**src/hdl/isl_pkg.sv**
```systemverilog
`timescale 1ns / 1ps
// ----------------------------------------------------------------------------
// isl_pkg: shared types for the indexed shift list
// Command and status codes, plus the control word broadcast to every cell.
// ----------------------------------------------------------------------------
package isl_pkg;

  typedef enum logic [1:0] {
    CMD_APPEND = 2'd0,
    CMD_INSERT = 2'd1,
    CMD_REMOVE = 2'd2,
    CMD_READ   = 2'd3
  } cmd_t;

  typedef enum logic [1:0] {
    ST_DONE  = 2'd0,
    ST_FULL  = 2'd1,
    ST_RANGE = 2'd2
  } status_t;

  typedef struct packed {
    logic insert_en;
    logic remove_en;
  } cell_ctrl_t;

endpackage

```
**src/hdl/indexed_shift_list.sv**
```systemverilog
`timescale 1ns / 1ps
// ----------------------------------------------------------------------------
// indexed_shift_list: bounded ordered list with insert/remove at index
// A row of cells shifts all entries in parallel, so every command finishes
// in the cycle it is accepted.
// ----------------------------------------------------------------------------
// Result: the result word is loaded into the output reg when the input is accepted.
// Throughput: one word per cycle while not stalled; every cell moves in the same edge.
// Input stalls only while a finished result is held by output stall.
// Reset clears the fill count and output valid; stored words stay undefined
// and are never read before they are written.
module indexed_shift_list
  import isl_pkg::*;
#(
  parameter int CAPACITY  = 16,
  parameter int WORD_BITS = 32
) (
  input  logic        clk,
  input  logic        rst,
  input  logic        in_valid,
  output logic        in_stall,
  input  logic [1:0]  command,
  input  logic [3:0]  position,
  input  logic [31:0] element,
  output logic        out_valid,
  input  logic        out_stall,
  output logic [31:0] read_value,
  output logic [4:0]  count,
  output logic [1:0]  status
);

  localparam int CW = $clog2(CAPACITY + 1);
  localparam int IW = (CW > 4) ? CW : 4;
  localparam int MW = (WORD_BITS > 32) ? WORD_BITS : 32;
  localparam int OW = (CW > 5) ? CW : 5;
  localparam logic [CW-1:0] FullCount = CW'(CAPACITY);

  logic [CW-1:0] fill_count;
  logic [CW-1:0] fill_next;

  logic                                in_accept;
  cmd_t                                cmd;
  status_t                             st_calc;
  logic [IW-1:0]                       pos_ext;
  logic [IW-1:0]                       cnt_ext;
  logic [IW-1:0]                       at;
  logic                                is_add;
  logic                                full;
  cell_ctrl_t                          ctrl;
  logic [MW-1:0]                       elem_wide;
  logic [WORD_BITS-1:0]                elem_word;
  logic [CAPACITY-1:0][WORD_BITS-1:0]  words;
  logic [CAPACITY-1:0][WORD_BITS-1:0]  taps;
  logic [WORD_BITS-1:0]                tap_or;
  logic [MW-1:0]                       value_wide;
  logic [31:0]                         value_next;
  logic [OW-1:0]                       count_wide;

  assign in_stall  = out_valid & out_stall;
  assign in_accept = in_valid & ~in_stall;

  assign cmd     = cmd_t'(command);
  assign pos_ext = IW'(position);
  assign cnt_ext = IW'(fill_count);
  assign is_add  = (cmd == CMD_APPEND) || (cmd == CMD_INSERT);
  assign full    = (fill_count == FullCount);
  assign at      = (cmd == CMD_APPEND) ? cnt_ext : pos_ext;

  always_comb begin
    if (is_add) begin
      // full is checked before the index
      if (full) begin
        st_calc = ST_FULL;
      end else if (at > cnt_ext) begin
        st_calc = ST_RANGE;
      end else begin
        st_calc = ST_DONE;
      end
    end else begin
      st_calc = (pos_ext >= cnt_ext) ? ST_RANGE : ST_DONE;
    end
  end

  always_comb begin
    ctrl.insert_en = in_accept && (st_calc == ST_DONE) && is_add;
    ctrl.remove_en = in_accept && (st_calc == ST_DONE) && (cmd == CMD_REMOVE);
  end

  always_comb begin
    fill_next = fill_count;
    if (ctrl.insert_en) begin
      fill_next = fill_count + CW'(1);
    end else if (ctrl.remove_en) begin
      fill_next = fill_count - CW'(1);
    end
  end

  assign elem_wide = MW'(element);
  assign elem_word = elem_wide[WORD_BITS-1:0];

  for (genvar i = 0; i < CAPACITY; i++) begin : g_cell
    logic [WORD_BITS-1:0] left_word;
    logic [WORD_BITS-1:0] right_word;

    if (i == 0) begin : g_first
      assign left_word = '0;
    end else begin : g_mid_l
      assign left_word = words[i-1];
    end

    if (i == CAPACITY - 1) begin : g_last
      assign right_word = '0;
    end else begin : g_mid_r
      assign right_word = words[i+1];
    end

    isl_cell #(
      .WORD_BITS (WORD_BITS),
      .IW        (IW),
      .INDEX     (i)
    ) u_cell (
      .clk        (clk),
      .ctrl       (ctrl),
      .at         (at),
      .elem       (elem_word),
      .left_word  (left_word),
      .right_word (right_word),
      .word       (words[i]),
      .tap        (taps[i])
    );
  end

  // at most one cell matches, so an OR picks its word
  always_comb begin
    tap_or = '0;
    for (int i = 0; i < CAPACITY; i++) begin
      tap_or = tap_or | taps[i];
    end
  end

  assign value_wide = MW'(tap_or);
  assign value_next = (!is_add && (st_calc == ST_DONE)) ? value_wide[31:0] : 32'd0;
  assign count_wide = OW'(fill_next);

  always_ff @(posedge clk) begin
    if (rst) begin
      fill_count <= '0;
      out_valid  <= 1'b0;
    end else begin
      fill_count <= fill_next;
      if (in_accept) begin
        out_valid <= 1'b1;
      end else if (!out_stall) begin
        out_valid <= 1'b0;
      end
    end
  end

  always_ff @(posedge clk) begin
    if (in_accept) begin
      read_value <= value_next;
      count      <= count_wide[4:0];
      status     <= st_calc;
    end
  end

  a_fill_bound: assert property (@(posedge clk) disable iff (rst)
    fill_count <= FullCount)
    else $error("fill count above capacity");

  a_refused_holds: assert property (@(posedge clk) disable iff (rst)
    in_accept && (st_calc != ST_DONE) |=> fill_count == $past(fill_count))
    else $error("refused command changed the fill count");

  a_full_means_full: assert property (@(posedge clk) disable iff (rst)
    out_valid && (status == ST_FULL) |-> full)
    else $error("full status reported on a list that is not full");

  a_value_only_done: assert property (@(posedge clk) disable iff (rst)
    out_valid && (read_value != 32'd0) |-> status == ST_DONE)
    else $error("nonzero read value on a refused command");

endmodule

```
**src/hdl/isl_cell.sv**
```systemverilog
`timescale 1ns / 1ps
// ----------------------------------------------------------------------------
// isl_cell: one slot of the shift list
// Holds a single word. On insert takes the left neighbor above the index and
// elem at it; on remove the right at or above it; offers its word on a match.
// ----------------------------------------------------------------------------
module isl_cell
  import isl_pkg::*;
#(
  parameter int WORD_BITS = 32,
  parameter int IW        = 5,
  parameter int INDEX     = 0
) (
  input  logic                 clk,
  input  cell_ctrl_t           ctrl,
  input  logic [IW-1:0]        at,
  input  logic [WORD_BITS-1:0] elem,
  input  logic [WORD_BITS-1:0] left_word,
  input  logic [WORD_BITS-1:0] right_word,
  output logic [WORD_BITS-1:0] word,
  output logic [WORD_BITS-1:0] tap
);

  localparam logic [IW-1:0] MyIndex = IW'(INDEX);

  logic [WORD_BITS-1:0] word_next;
  logic                 hit;

  assign hit = (at == MyIndex);

  always_comb begin
    word_next = word;
    if (ctrl.insert_en) begin
      // shift up above the insert point, load the new word at it
      if (MyIndex > at) begin
        word_next = left_word;
      end else if (hit) begin
        word_next = elem;
      end
    end else if (ctrl.remove_en) begin
      // close the gap from the right
      if (MyIndex >= at) begin
        word_next = right_word;
      end
    end
  end

  always_ff @(posedge clk) begin
    word <= word_next;
  end

  assign tap = hit ? word : '0;

endmodule
```
**config.mk**
```make
export PLATFORM = sky130hd
export DESIGN_NAME = indexed_shift_list
export DESIGN_NICKNAME = d
export VERILOG_FILES = /design/src/hdl/isl_pkg.sv /design/src/hdl/indexed_shift_list.sv /design/src/hdl/isl_cell.sv
export SDC_FILE = /design/constraint.sdc
export NUM_CORES = 1
export LEC_CHECK = 0
export BUFFER_PORTS_ARGS = -buffer_cell sky130_fd_sc_hd__clkbuf_2
export CAP_MARGIN = 20
export CORE_ASPECT_RATIO = 0.7
export CORE_MARGIN = 8
export CORE_UTILIZATION = 35
export CTS_CLUSTER_SIZE = 25
export DETAILED_ROUTE_END_ITERATION = 10
export GPL_TIMING_DRIVEN = 1
export PLACE_DENSITY_LB_ADDON = 0.15
export RECOVER_POWER = 100
export SETUP_SLACK_MARGIN = 0.02
export SKIP_LAST_GASP = 1
export SLEW_MARGIN = 20
export SYNTH_ARGS = -nofsm -noshare
export SYNTH_HDL_FRONTEND = slang
export SYNTH_SLANG_ARGS = --single-unit
export TNS_END_PERCENT = 20
```
**constraint.sdc**
```tcl
create_clock -name clk -period 8.6 [get_ports clk]
set_input_delay 0 -clock clk [delete_from_list [all_inputs] [get_ports clk]]
set_output_delay 0 -clock clk [all_outputs]
set_load 0.02 [all_outputs]
```
== Word level (Yosys, flattened, before mapping) ==
Index checks and enable logic that the tools add are counted.

* Input port bits: 42
* Bits in read-only memories: 0
* RAM bits: 0
* Logic and storage cells: 257
* Output and inout port bits: 41
* Memories: 0
* Flip-flop bits (word level): 557
* Latch bits: 0

* Bitwise operators: 18
* Add/subtract/negate cells: 2
* Reduce and logical (&&, ||, !) cells: 42
* Multiplexer cells: 105
* Div/mod/pow operators: 0
* Shifts and indexed selects: 0
* Multiply operators: 0
* Order comparisons: 34
* Equal/unequal tests: 35

{| class="wikitable"
|+ Operators with widths
! operator !! number
|-
| $mux W32 || 96
|-
| $or A32 B32 Y32 || 15
|-
| $ne A3 B1 Y1 const B || 16
|-
| $reduce_and A3 Y1 || 16
|-
| $eq A5 B4 Y1 const B || 8
|-
| $ge A4 B5 Y1 const A || 8
|-
| $gt A4 B5 Y1 const A || 8
|-
| $reduce_bool A2 Y1 || 17
|-
| $eq A5 B3 Y1 const B || 4
|-
| $ge A3 B5 Y1 const A || 4
|-
| $gt A3 B5 Y1 const A || 4
|-
| $mux W5 || 3
|-
| $eq A5 B2 Y1 const B || 2
|-
| $ge A1 B5 Y1 const A || 2
|-
| $ge A2 B5 Y1 const A || 2
|-
| $gt A1 B5 Y1 const A || 2
|-
| $gt A2 B5 Y1 const A || 2
|-
| $mux W2 || 4
|-
| $add A5 B1 Y5 const B || 1
|-
| $eq A5 B1 Y1 const B || 1
|-
| $eq A5 B5 Y1 const B || 1
|-
| $ge A4 B5 Y1 || 1
|-
| $gt A5 B5 Y1 || 1
|-
| $logic_not A5 Y1 || 1
|-
| 11 further kinds || 17
|}

== Logic depth before layout (Yosys ltp) ==
* Word-level depth: 19
* Gate-level depth with buffers: 17
* Gate-level depth less buffers: 11

== Hierarchy ==
A second synthesis with hierarchy kept.

* Cell total of the unflattened synthesis: 3572
* Area total of the unflattened synthesis: 35089.9 um^2

{| class="wikitable"
|+ By module, submodules not included
! module !! sequential area each (um^2) !! cells each !! instances !! area each (um^2)
|-
| indexed_shift_list || 1291.2 || 293 || 1 || 3021.6
|-
| isl_cell at g_cell[4].u_cell || 960.9 || 229 || 1 || 2368.5
|-
| isl_cell at g_cell[8].u_cell || 960.9 || 256 || 1 || 2356.0
|-
| isl_cell at g_cell[11].u_cell || 960.9 || 224 || 1 || 2277.2
|-
| isl_cell at g_cell[9].u_cell || 960.9 || 221 || 1 || 2114.5
|-
| isl_cell at g_cell[13].u_cell || 960.9 || 221 || 1 || 2104.5
|-
| isl_cell at g_cell[1].u_cell || 960.9 || 222 || 1 || 2070.7
|-
| isl_cell at g_cell[5].u_cell || 960.9 || 222 || 1 || 1969.4
|-
| isl_cell at g_cell[3].u_cell || 960.9 || 214 || 1 || 1903.1
|-
| isl_cell at g_cell[15].u_cell || 960.9 || 214 || 1 || 1889.3
|-
| isl_cell at g_cell[14].u_cell || 960.9 || 214 || 1 || 1888.1
|-
| isl_cell at g_cell[2].u_cell || 960.9 || 177 || 1 || 1881.8
|-
| isl_cell at g_cell[6].u_cell || 960.9 || 177 || 1 || 1878.1
|-
| isl_cell at g_cell[7].u_cell || 960.9 || 214 || 1 || 1869.3
|-
| 3 more rows || - || - || - || -
|}

== Worst setup path before layout ==
No wires, ideal clock.

* Path type: register -> register
* From: reg out_valid
* To: reg g_cell[12].u_cell.word[0], enable pin
* Required time: 8.130 ns
* Slack: 0.488 ns
* Buffers on the path: 0
* Library setup time: 0.470 ns
* Period minus slack after synthesis: 8.112 ns
* Data arrival time: 7.641 ns
* Cell stages (with the launch flop): 6
* Cell sequence: dfxtp_1 and2_1 nor2b_1 o221ai_1 a21oi_1 a21boi_0

* Cells in the longest elaborated chain, start to end: 7
* Elaborated cells on any way between the ends: 10
* Classes of those cells: eq/ne (1); bitwise (3); reduce/logical (6)

{| class="wikitable"
|+ RTL lines
! what !! RTL line !! RTL
|-
| start: declaration || indexed_shift_list.sv:25 || <nowiki>output logic out_valid,</nowiki>
|-
| start signal: assignment || indexed_shift_list.sv:148 || <nowiki>out_valid <= 1'b0;</nowiki>
|-
| start signal: assignment || indexed_shift_list.sv:152 || <nowiki>out_valid <= 1'b1;</nowiki>
|-
| start signal: assignment || indexed_shift_list.sv:154 || <nowiki>out_valid <= 1'b0;</nowiki>
|-
| $and A1 B1 Y1 (*) || indexed_shift_list.sv:59 || <nowiki>assign in_stall = out_valid & out_stall;</nowiki>
|-
| via in_stall || indexed_shift_list.sv:21 || <nowiki>output logic in_stall,</nowiki>
|-
| $not A1 Y1 (*) || indexed_shift_list.sv:60 || <nowiki>assign in_accept = in_valid & ~in_stall;</nowiki>
|-
| $and A1 B1 Y1 (*) || indexed_shift_list.sv:60 ||
|-
| via in_accept || indexed_shift_list.sv:41 || <nowiki>logic in_accept;</nowiki>
|-
| $logic_and A1 B1 Y1 (*) || indexed_shift_list.sv:85, indexed_shift_list.sv:86 ||
|-
| $logic_and A1 B1 Y1, on equally long branches || indexed_shift_list.sv:85, indexed_shift_list.sv:86 ||
|-
| $ne A3 B1 Y1 (no line) / $reduce_bool A2 Y1 (equally long branches) || - ||
|-
| $reduce_and A3 Y1 (no line) (*) || - ||
|-
| end signal: assignment || isl_cell.sv:49 || <nowiki>word <= word_next;</nowiki>
|-
| end: declaration || isl_cell.sv:20 || <nowiki>output logic [WORD_BITS-1:0] word,</nowiki>
|}

The timed path passes the listed nets; every way through them passes the cells marked *.
A chain may end at the register's enable or synchronous reset.

== Worst setup path in the final report ==
* From: in command[1]
* To: reg g_cell[6].u_cell.word[17], enable pin

* Cells in the longest elaborated chain, start to end: 11
* Elaborated cells on any way between the ends: 20
* Classes of those cells: order compare (3); eq/ne (4); mux (4); reduce/logical (9)

{| class="wikitable"
|+ RTL lines
! what !! RTL line !! RTL
|-
| start: declaration || indexed_shift_list.sv:22 || <nowiki>input logic [1:0] command,</nowiki>
|-
| $logic_not A2 Y1 || indexed_shift_list.sv:65, indexed_shift_list.sv:67 ||
|-
| $mux W5 || indexed_shift_list.sv:67 || <nowiki>assign at = (cmd == CMD_APPEND) ? cnt_ext : pos_ext;</nowiki>
|-
| $gt A5 B5 Y1 || indexed_shift_list.sv:74 || <nowiki>end else if (at > cnt_ext) begin</nowiki>
|-
| $mux W2 || indexed_shift_list.sv:74 ||
|-
| $mux W2 || indexed_shift_list.sv:72 || <nowiki>if (full) begin</nowiki>
|-
| $mux W2 || indexed_shift_list.sv:70 || <nowiki>if (is_add) begin</nowiki>
|-
| $logic_not A2 Y1 || indexed_shift_list.sv:85, indexed_shift_list.sv:86 ||
|-
| $logic_and A1 B1 Y1 || indexed_shift_list.sv:85, indexed_shift_list.sv:86 ||
|-
| $logic_and A1 B1 Y1, on equally long branches || indexed_shift_list.sv:85, indexed_shift_list.sv:86 ||
|-
| $ne A3 B1 Y1 (no line) / $reduce_bool A2 Y1 (equally long branches) || - ||
|-
| $reduce_and A3 Y1 (no line) (*) || - ||
|-
| end signal: assignment || isl_cell.sv:49 ||
|-
| end: declaration || isl_cell.sv:20 ||
|}

Mark *: on every way between the ends. The rest lies on a longest branch, timed or not.

==> run_results.csv <==
group,metric,value,unit
status,status,"finished with violations",
status,violations,"max-capacitance violations, max-slew violations",
power,powerDensity,220,nW/um^2
critical_path,crit_slowest_cell,"o21ai_0",
logic_synthesis,synthesis.instances,2996,
critical_path,worstPathMaxFanout,28,
logic_synthesis,ys_types,66,
logic_synthesis,synth.yosys.seq_area_share,53.9,%
critical_path,r2r_setup_slack,1950,ps
logic_synthesis,synthFlopType,"edfxtp_1",
detailed_routing,num_vias,26200,
clock_network,cts-root-buf,"clkbuf_16",
finish,drive_gt1_share,8.41,%
clock_network,cts_buffer_depth,3,
detailed_routing,ant_nets,0,
sta,maxSlewViolCount,465,
logic_synthesis,syn_area,30900,sq um
finish,fin_nets,3047,
critical_path,r2r_start,"cnt_ext[0]$_SDFF_PP0_",
hold_path,whs_path_depth,4,
sta,clock_skew,25.8,ps
sta,finalSetupViolCount,0,
sta,slew_headroom,-120,%
critical_path,r2r_cells,11,
power,finalPower,7.69,mW
critical_path,path_common_cell,"buf_4",
critical_path,slowest_delay,1950,ps
floorplan,die_width,371,microns
finish,fin_area,35000,sq um
finish,layout_common_cells,"edfxtp_1 (551), a21oi_1 (466), nor2_1 (461)",
sta,rsz0062_at_grt,"false",
sta,hold_violations,0,
sta,period_needed,6920,ps
floorplan,num_rows,91,
critical_path,required,8910,ps
floorplan,start_util,35.2,%
sta,max_freq,145,MHz
sta,tightest_slew,3310,ps
sta,fin_tns_setup,0,ps
finish,layout_commonest_cell,"edfxtp_1",
placement,placed_cells,4055,
critical_path,crit_type,"in -> reg",
floorplan,core-area,87800,sq um
placement,portBuffers,82,
clock_network,cts_tree,"yes",
detailed_routing,remaining_drc_errors,0,
critical_path,worstPathCellList,"dlygate4sd3_1 > clkbuf_1 > nor2_1 > buf_4 > o21ai_0 > buf_4 > a21bo_2 > buf_4 > nor2_1 > buf_16 > buf_4",
power,vdd_drop_max,0.161,mV
placement,placed_area,32700,sq um
global_route,antenna_found_initial,3,
global_route,grtUsageMet3,6.58,%
clock_network,numCtsBuffers,60,
global_route,grt_max_degree,227,
critical_path,worstPathArrival,7230,ps
clock_network,insertion_delay,660,ps
global_route,grt_usage,25.7,%
logic_synthesis,ys_ff_latch,557,
detailed_routing,viasPerCell,6.23,
sta,period_share,80.4,%
global_route,grt_pass1_wl,185000,microns
critical_path,cp_num_buf_inv,7,
power,p_leak,12.9,nW
critical_path,r2r_end,"g_cell[0].u_cell.word[20]$_DFFE_PP_",
clock_network,cts-resized-gates,0,
global_route,grtUsageMet2,36.7,%
global_route,grt_pass1_vias,24500,
detailed_routing,drt-initial-drc-count,3954,
hold_path,hold_path_startpoint,"position[3]",
hold_path,min_to,"status[1]$_DFFE_PP_",
logic_synthesis,ys_warn_count,0,
critical_path,cpLargestDelayFamily,"buffers and inverters",
logic_synthesis,async_flop_share,0,%
finish,area_growth,13.2,%
logic_synthesis,avgSynthCellArea,10.3,sq um
clock_network,cts_num_sinks,557,
detailed_routing,first_pass_iters,7,
clock_network,post_cts_buffers,0,
floorplan,die_y,265,microns
clock_network,clkTransAtPathRegs,60,ps
critical_path,timing.critical_path.from,"command[1]",
detailed_routing,routed_wl,132000,microns
placement,hpwl,77900,microns
run,cap_violations,20,
logic_synthesis,synth_nets,3048,
sta,worst_hold_slack,114,ps
finish,final_cells,4209,
clock_network,htreeDepth,2,
floorplan,num_io_pins,83,
global_route,grt_overflow,0,
critical_path,endpoint_kind,"register",
critical_path,cp-start-kind,"input port",
floorplan,die_area,98200,sq um
clock_network,hold_buffers,37,
detailed_routing,avgRoutedWirePerCell,31.3,microns
global_route,met1_usage,38.2,%
logic_synthesis,synth_edf_count,551,
placement,place_congestion,0.870,
global_route,grt.busiest_layer,"met1",
hold_path,hp-class,"in -> reg",
## metal layers
layer,wire length (microns),vias to the layer above
li1,-,11200
met1,56800,12900
met2,53500,1817
met3,17200,266
met4,4160,0
met5,0,-
## Yosys cell counts, types with 10 or more instances
master    number  area [sq um]
a222oi_1      38           380
nor2_1       474          1780
mux2i_1      421          4210
o22ai_1       24           150
nor3_1        21           105
buf_4         10          75.1
nand2_1      324          1220
ha_1          10           125
edfxtp_1     551         16500
a22o_1        20           175
clkbuf_1     203           762
o21ai_1       34           170
a221oi_1      42           368
o21ai_0       23           115
a22oi_1       91           683
buf_1         31           116
a21oi_1      468          2340
a31oi_1       42           263
buf_2         24           120
## area by class of cell
cell class,instances,area (sq um)
Inverter,9,33.8
Timing Repair Buffer,208,1440
Clock inverter,40,455
Multi-Input combinational cell,2159,13300
Antenna cell,2,5.00
Tap cell,1162,1450
Fill cell,8500,52800
Sequential cell,557,16700
Clock buffer,72,1590
## flip-flops by register name, indices dropped and copies added (netlist names)
register / cells
cnt_ext: 5
count: 5
g_cell.u_cell.word: 512
out_valid: 1
read_value: 32
status: 2
## per-stage QoR
step | utilization, % | setup WS [ps]
5_1_grt | 39.8 | 1640
6_report | 39.8 | 1680
2_1_floorplan | - | 488
3_3_place_gp | 37.3 | 3510
4_1_cts | 40.0 | 3420
3_5_place_dp | 37.3 | 3410
## how the worst max path moves through the flow
stage,cells past startpoint,endpoint
after floorplan,5,g_cell[12].u_cell.word[0]$_DFFE_PP_
after global placement,13,g_cell[7].u_cell.word[21]$_DFFE_PP_
after detailed placement,9,g_cell[9].u_cell.word[0]$_DFFE_PP_
after CTS,9,g_cell[9].u_cell.word[0]$_DFFE_PP_
after global routing,11,g_cell[6].u_cell.word[19]$_DFFE_PP_
final,11,g_cell[6].u_cell.word[17]$_DFFE_PP_
## where the power goes
group          internal [mW]  switching [mW]  leakage (nW)
clock network           1.61            1.19          1.00
registers               3.22           0.119          5.11
logic                  0.464            1.08          6.77
## cell families (layout without fill, tap and decap cells)
kind of cell	count (synthesis)	in the layout	share of synthesized area, %
flip-flops	557	557	53.9
multiplexers	424	424	13.7
XOR/XNOR	4	4	0.113
adder cells (fa/ha/maj)	10	10	0.405
AO/OA/AOI/OAI	854	854	17.0
AND/OR/NAND/NOR	867	867	11.1
other	0	2	0
buffers and inverters	280	329	3.69
## worst register-to-register path: stages (launching register included)
cell and delay, ps:
dfxtp_1 560, nor3b_1 430, or2_2 200, inv_1 290, ha_1 420, nand4_1 100
nand2_1 120, a21oi_1 60, nor2_1 170, o221ai_1 800, nor2_1 2500, buf_4 660
Note: power is estimated with default switching activity, not from simulation.
